**src/rtl/core/chacha20_keystream_xor_macros.svh**
```systemverilog
// Assertion macros for the ChaCha20 keystream XOR block.
// Included by the modules that carry assertions; no other dependencies.
`ifndef CHACHA20_KEYSTREAM_XOR_MACROS_SVH
`define CHACHA20_KEYSTREAM_XOR_MACROS_SVH
`ifndef SYNTH
`define CC_ASSERT_IMPL(label, clk, rst_n, ante, cons, msg) \
    label: assert property (@(posedge clk) disable iff (!rst_n) (ante) |-> (cons)) \
        else $error(msg);
`define CC_ASSERT_NEXT(label, clk, rst_n, ante, cons, msg) \
    label: assert property (@(posedge clk) disable iff (!rst_n) (ante) |=> (cons)) \
        else $error(msg);
`else
`define CC_ASSERT_IMPL(label, clk, rst_n, ante, cons, msg)
`define CC_ASSERT_NEXT(label, clk, rst_n, ante, cons, msg)
`endif
`endif

```
**src/rtl/core/cc20_pkg.sv**
```systemverilog
// Shared types and constants for the ChaCha20 keystream XOR block.
// No dependencies.
`timescale 1ns / 1ps
package cc20_pkg;
    localparam logic [31:0] SIGMA0 = 32'h61707865;
    localparam logic [31:0] SIGMA1 = 32'h3320646e;
    localparam logic [31:0] SIGMA2 = 32'h79622d32;
    localparam logic [31:0] SIGMA3 = 32'h6b206574;
    localparam int DOUBLE_ROUNDS = 10;
    localparam int BLOCK_BYTES = 64;

    localparam logic [2:0] REG_KEY0 = 3'd0;
    localparam logic [2:0] REG_KEY1 = 3'd1;
    localparam logic [2:0] REG_KEY2 = 3'd2;
    localparam logic [2:0] REG_KEY3 = 3'd3;
    localparam logic [2:0] REG_NONCE_LO = 3'd4;
    localparam logic [2:0] REG_NONCE_HI = 3'd5;
    localparam logic [2:0] REG_INIT_CNT = 3'd6;

    typedef struct packed {
        logic [7:0] data_in;
        logic       last_in;
    } t_in_item;

    typedef struct packed {
        logic [7:0] data_out;
        logic       last_out;
    } t_out_item;

    // front-to-back queue entry: byte, last marker, message start, and whether a block must be made first
    typedef struct packed {
        logic [7:0] data;
        logic       last;
        logic       start;
        logic       new_block;
    } t_job;

    typedef logic [15:0][31:0] t_state;

    function automatic logic [31:0] rotl(input logic [31:0] v, input int s);
        rotl = (v << s) | (v >> (32 - s));
    endfunction

    function automatic logic [127:0] qround(input logic [31:0] a, input logic [31:0] b,
                                             input logic [31:0] c, input logic [31:0] d);
        logic [31:0] ta, tb, tc, td;
        ta = a + b; td = rotl(d ^ ta, 16);
        tc = c + td; tb = rotl(b ^ tc, 12);
        ta = ta + tb; td = rotl(td ^ ta, 8);
        tc = tc + td; tb = rotl(tb ^ tc, 7);
        qround = {ta, tb, tc, td};
    endfunction
endpackage

```
**src/rtl/core/cc20_front.sv**
```systemverilog
// Front end: accepts bytes, tracks message start and block position, queues jobs.
// Depends on cc20_pkg.
`timescale 1ns / 1ps
module cc20_front (
    input  logic              i_clk,
    input  logic              i_rst_n,
    input  logic              i_valid,
    output logic              o_ready,
    input  cc20_pkg::t_in_item i_item,
    output logic              o_job_valid,
    input  logic              i_job_ready,
    output cc20_pkg::t_job    o_job
);
    import cc20_pkg::*;
    `include "chacha20_keystream_xor_macros.svh"

    localparam int QDEPTH = 4;

    t_job       r_q [QDEPTH];
    logic [1:0] r_wp, r_rp;
    logic [2:0] r_cnt;
    logic [5:0] r_pos;
    logic       r_await;
    logic       w_push, w_pop;
    t_job       w_job;

    assign o_ready = (r_cnt != 3'(QDEPTH));
    assign w_push = i_valid && o_ready;
    assign o_job_valid = (r_cnt != 3'd0);
    assign w_pop = o_job_valid && i_job_ready;
    assign o_job = r_q[r_rp];

    always_comb begin
        w_job.data = i_item.data_in;
        w_job.last = i_item.last_in;
        w_job.start = r_await;
        w_job.new_block = r_await || (r_pos == 6'd0);
    end

    always_ff @(posedge i_clk) begin
        if (w_push) begin
            r_q[r_wp] <= w_job;
        end
        if (!i_rst_n) begin
            r_wp <= '0;
            r_rp <= '0;
            r_cnt <= '0;
            r_pos <= '0;
            r_await <= 1'b1;
        end else begin
            if (w_push) begin
                r_wp <= r_wp + 2'd1;
                // position wraps after byte 63, which forces a new block
                r_pos <= r_await ? 6'd1 : r_pos + 6'd1;
                r_await <= i_item.last_in;
            end
            if (w_pop) begin
                r_rp <= r_rp + 2'd1;
            end
            r_cnt <= r_cnt + 3'(w_push) - 3'(w_pop);
        end
    end

    `CC_ASSERT_IMPL(a_cnt_bound, i_clk, i_rst_n, 1'b1, r_cnt <= 3'(QDEPTH), "queue overfilled")
    `CC_ASSERT_NEXT(a_last_await, i_clk, i_rst_n, w_push && i_item.last_in, r_await, "no restart after last")
    `CC_ASSERT_IMPL(a_start_new, i_clk, i_rst_n, 1'b1, !w_job.start || w_job.new_block, "start without block")
endmodule

```
**config.mk**
```make
export PLATFORM = sky130hd
export DESIGN_NAME = cc20_front
export DESIGN_NICKNAME = d
export VERILOG_FILES = /design/src/rtl/core/cc20_pkg.sv /design/src/rtl/core/cc20_front.sv
export VERILOG_INCLUDE_DIRS = /design/src /design/src/rtl/core
export SDC_FILE = /design/constraint.sdc
export NUM_CORES = 1
export LEC_CHECK = 0
export ABC_AREA = 1
export BUFFER_PORTS_ARGS = -buffer_cell sky130_fd_sc_hd__clkbuf_2
export CAP_MARGIN = 20
export CORE_MARGIN = 2
export CORE_UTILIZATION = 60
export CTS_CLUSTER_DIAMETER = 200
export DETAILED_ROUTE_END_ITERATION = 7
export PLACE_DENSITY = 0.87
export REMOVE_ABC_BUFFERS = 1
export SYNTH_ARGS = -nofsm -noshare
export SYNTH_HDL_FRONTEND = slang
export SYNTH_SLANG_ARGS = --single-unit
```
**constraint.sdc**
```tcl
create_clock -name i_clk -period 3.26 [get_ports i_clk]
set_input_delay 0.978 -clock i_clk [delete_from_list [all_inputs] [get_ports i_clk]]
set_output_delay 0.978 -clock i_clk [all_outputs]
set_load 0.02 [all_outputs]
```
==> metrics.yaml <==
clock_tree:
  post_cts.resized_instances: 0
  cts.repair_timing.setup_buffer_count: 0
  tritoncts: "done"
  cts_inserted_buffers: 9
  numClockSinks: 60
  ctsHoldBuffers: 0
  clk_slew_on_worst_s_h_paths_ns: 0.06
  ctsHtreeMaxLevel: 3
  cts.root.buffer_cell: "sky130_fd_sc_hd__clkbuf_8"
  clkLatencyLatePin_ns: 0.33
  clockBufferDepth: 2
floorplanning:
  rows: 23
  die_y_um: 68.0
  core-area_um2: 3970
  top_level_ports: 26
  floorplan.initialDensity: 0.619
  fp.dieArea_um2: 4620
  fp.dieW_um: 68.0
worst_setup_path:
  crit_buf_inv: 3
  worst_ep_required_time_ns: 2.28
  cp_cell_sequence: "buf_4, inv_1, o21ai_0, o22ai_1, clkbuf_2"
  type_of_element_launching_the_critical_path: "register"
  worst_r2r_endpoint: "r_cnt[2]$_SDFF_PN0_"
  timing.critical_path.max_delay_family: "buffers and inverters"
  crit_path_end_kind: "primary output"
  rr_startpoint: "r_cnt[1]$_SDFF_PN0_"
  maximum_fanout_count_along_the_critical_path: 23
  critPathKind: "register to primary output"
  timing.reg2reg.worst_path_depth: 10
  crit_slowest_cell: "sky130_fd_sc_hd__inv_1"
  regToRegSetupSlack_ns: 1.21
  critical_path_arrival_ns: 1.82
  critPathMaxStageDelay_ns: 0.47
final_layout:
  layout.nets: 276
  most-common-layout-cells: "sky130_fd_sc_hd__edfxtp_1 (44), sky130_fd_sc_hd__nor2_1 (39), sky130_fd_sc_hd__o21ai_0 (26)"
  leading_cell_type_in_the_layout_fill_and_taps_excluded: "sky130_fd_sc_hd__edfxtp_1"
  areaGrowthSynthToFinish_pct: 14.6
  fraction_of_final_layout_cells_sized_beyond_drive_strength_1: 0.174
  finish.instance_area_um2: 2820
  fill_cells: 294
  num_antenna_cells: 0
  multi_input_comb_area_um2: 683
  final-seq-area_um2: 1640
global_route:
  global_route_wire_length_before_repair_mm: 6.63
  grt_antenna_before_repair: 0
  groute.usage.overall: 0.207
  overflow: 0
  first_global_vias: 1516
  pin_count_of_the_biggest_net_entering_global_routing: 24
power:
  clockPowerShare: 0.276
  power.share.combinational: 0.265
  netSwitchingFraction: 0.322
  irDropWorstVdd_v: 0.000477
  p_int_w: 0.00146
  p_sw_w: 0.000692
  total_leakage_power_nw: 1.12
  share_seq_of_total_power: 0.458
  power.density_nw_per_um2: 762
detailed_routing:
  residual_drc_count: 0
  detail_route.vias_per_cell: 5.29
  detail_route.wl_per_cell_um: 13.7
  detail_route.wirelength_mm: 4.21
  route.antenna.remaining_nets: 0
  dr.first_iter.drc_count: 122
  via_count: 1629
  first_pass_iters: 4
sta:
  final_hold_viol_count: 0
  hold_ws_ns: 0.487
  finalSetupViolCount: 0
  fin_setup_tns_ns: 0
  slew_headroom: 0.602
  rsz_0062_raised_after_global_routing: "no"
  period_minus_slack_ns: 2.80
  final.setup_skew_ns: 0.0102
  period_share: 0.859
  timing.fmax_mhz: 357
  slew_violations: 0
  worst_pin_slew_ns: 0.597
min_path:
  hold-path-endpoint: "r_rp[0]$_SDFFE_PN0P_"
  worst_hold_path.num_cells: 2
  hold_path.class: "register to register"
  min-delay-start: "r_rp[0]$_SDFFE_PN0P_"
logic_synthesis:
  ys_seq_elements: 60
  synth_area_um2: 2460
  synth_sequential_area_ratio: 0.668
  yosysWarningCount: 0
  synth_top_area_frac: 0.538
  synth_cell_type_count: 23
  yosys.area.top_type: "sky130_fd_sc_hd__edfxtp_1"
  postSynthAreaPerCell_um2: 11.1
  postSynthCellCount: 221
  main_area_contributors_after_synthesis: "sky130_fd_sc_hd__edfxtp_1 (54%), sky130_fd_sc_hd__dfxtp_1 (13%), sky130_fd_sc_hd__nor2_1 (6.0%)"
run:
  timing.max_cap.violations: 0
place:
  hpwl_mm: 2.83
  gp_routability_congestion: 0.799
  buffer_ports.inserted: 25
  placedInstanceArea_um2: 2640
status:
  status: "complete, no violations"
Yosys cell counts, drive strengths merged:
cell type,count
a21oi,5
buf,2
clkbuf,6
dfxtp,16
edfxtp,44
fa,1
ha,8
inv,25
nand2,21
nand3,11
nor2,40
o211ai,1
o21ai,28
o22ai,11
o31ai,1
xor2,1
power groups by stage:
stage / sequential [W] / clock, W / combinational (W)
floorplan: 0.00100 / 0 / 0.000379
global placement: 0.000994 / 0 / 0.000555
detailed placement: 0.00100 / 0 / 0.000574
CTS: 0.000986 / 0.000606 / 0.000575
global route: 0.000995 / 0.000636 / 0.000643
finish: 0.000984 / 0.000594 / 0.000569
cell families (layout without fill, tap and decap cells):
logic type	after synthesis	after routing	share of synthesized area
AND/OR/NAND/NOR	72	72	0.123
flip-flops	60	60	0.668
AO/OA/AOI/OAI	46	46	0.103
buffers and inverters	33	70	0.0540
adder cells (fa/ha/maj)	9	9	0.0489
XOR/XNOR	1	1	0.00356
metrics by stage:
| stage | util | setup WS [ns] | power [W] | instances |
|---|---|---|---|---|
| 2_1_floorplan | - | 0.974 | 0.00138 | 213 |
| 3_3_place_gp | 0.666 | 0.729 | 0.00155 | 293 |
| 3_5_place_dp | 0.666 | 0.640 | 0.00158 | 293 |
| 4_1_cts | 0.709 | 0.442 | 0.00217 | 308 |
| 5_1_grt | 0.709 | 0.314 | 0.00227 | 308 |
| 6_report | 0.709 | 0.459 | 0.00215 | 308 |
tightest hold or removal path: cells and delay by family, from the launching register on:
family,cells,cell delay (ns)
DFF,1,0.33
and+or+nand+nor,2,0.13
layer usage:
layer	GRT usage	part of all wire
met5	0	0
met4	0.118	0.018
met3	0.0526	0.039
met2	0.379	0.52
met1	0.213	0.42
worst max-delay path by stage:
stage / startpoint / end / cells past startpoint
after floorplan: i_valid / r_cnt[2]$_SDFF_PN0_ / 8
after global placement: i_valid / r_cnt[2]$_SDFF_PN0_ / 9
after detailed placement: i_valid / r_cnt[2]$_SDFF_PN0_ / 9
after CTS: register / o_job[9] / 5
after global routing: register / o_job[1] / 5
final: register / o_job[3] / 5
cell type report:
type                    instances  share of cell area
clock buffers                  11              0.0466
clock inverters                 4              0.0147
inverters                      25              0.0333
multi-input cells             128               0.243
flip-flops and latches         60               0.583
well taps                      50              0.0222
repair buffers                 30              0.0578
flip-flops by register name (all words and copies together) (netlist names), named ones only:
signal   flops
r_rp         2
r_pos        6
r_wp         2
r_cnt        3
r_q         44
r_await      1
Note: power is estimated with default switching activity, not from simulation.
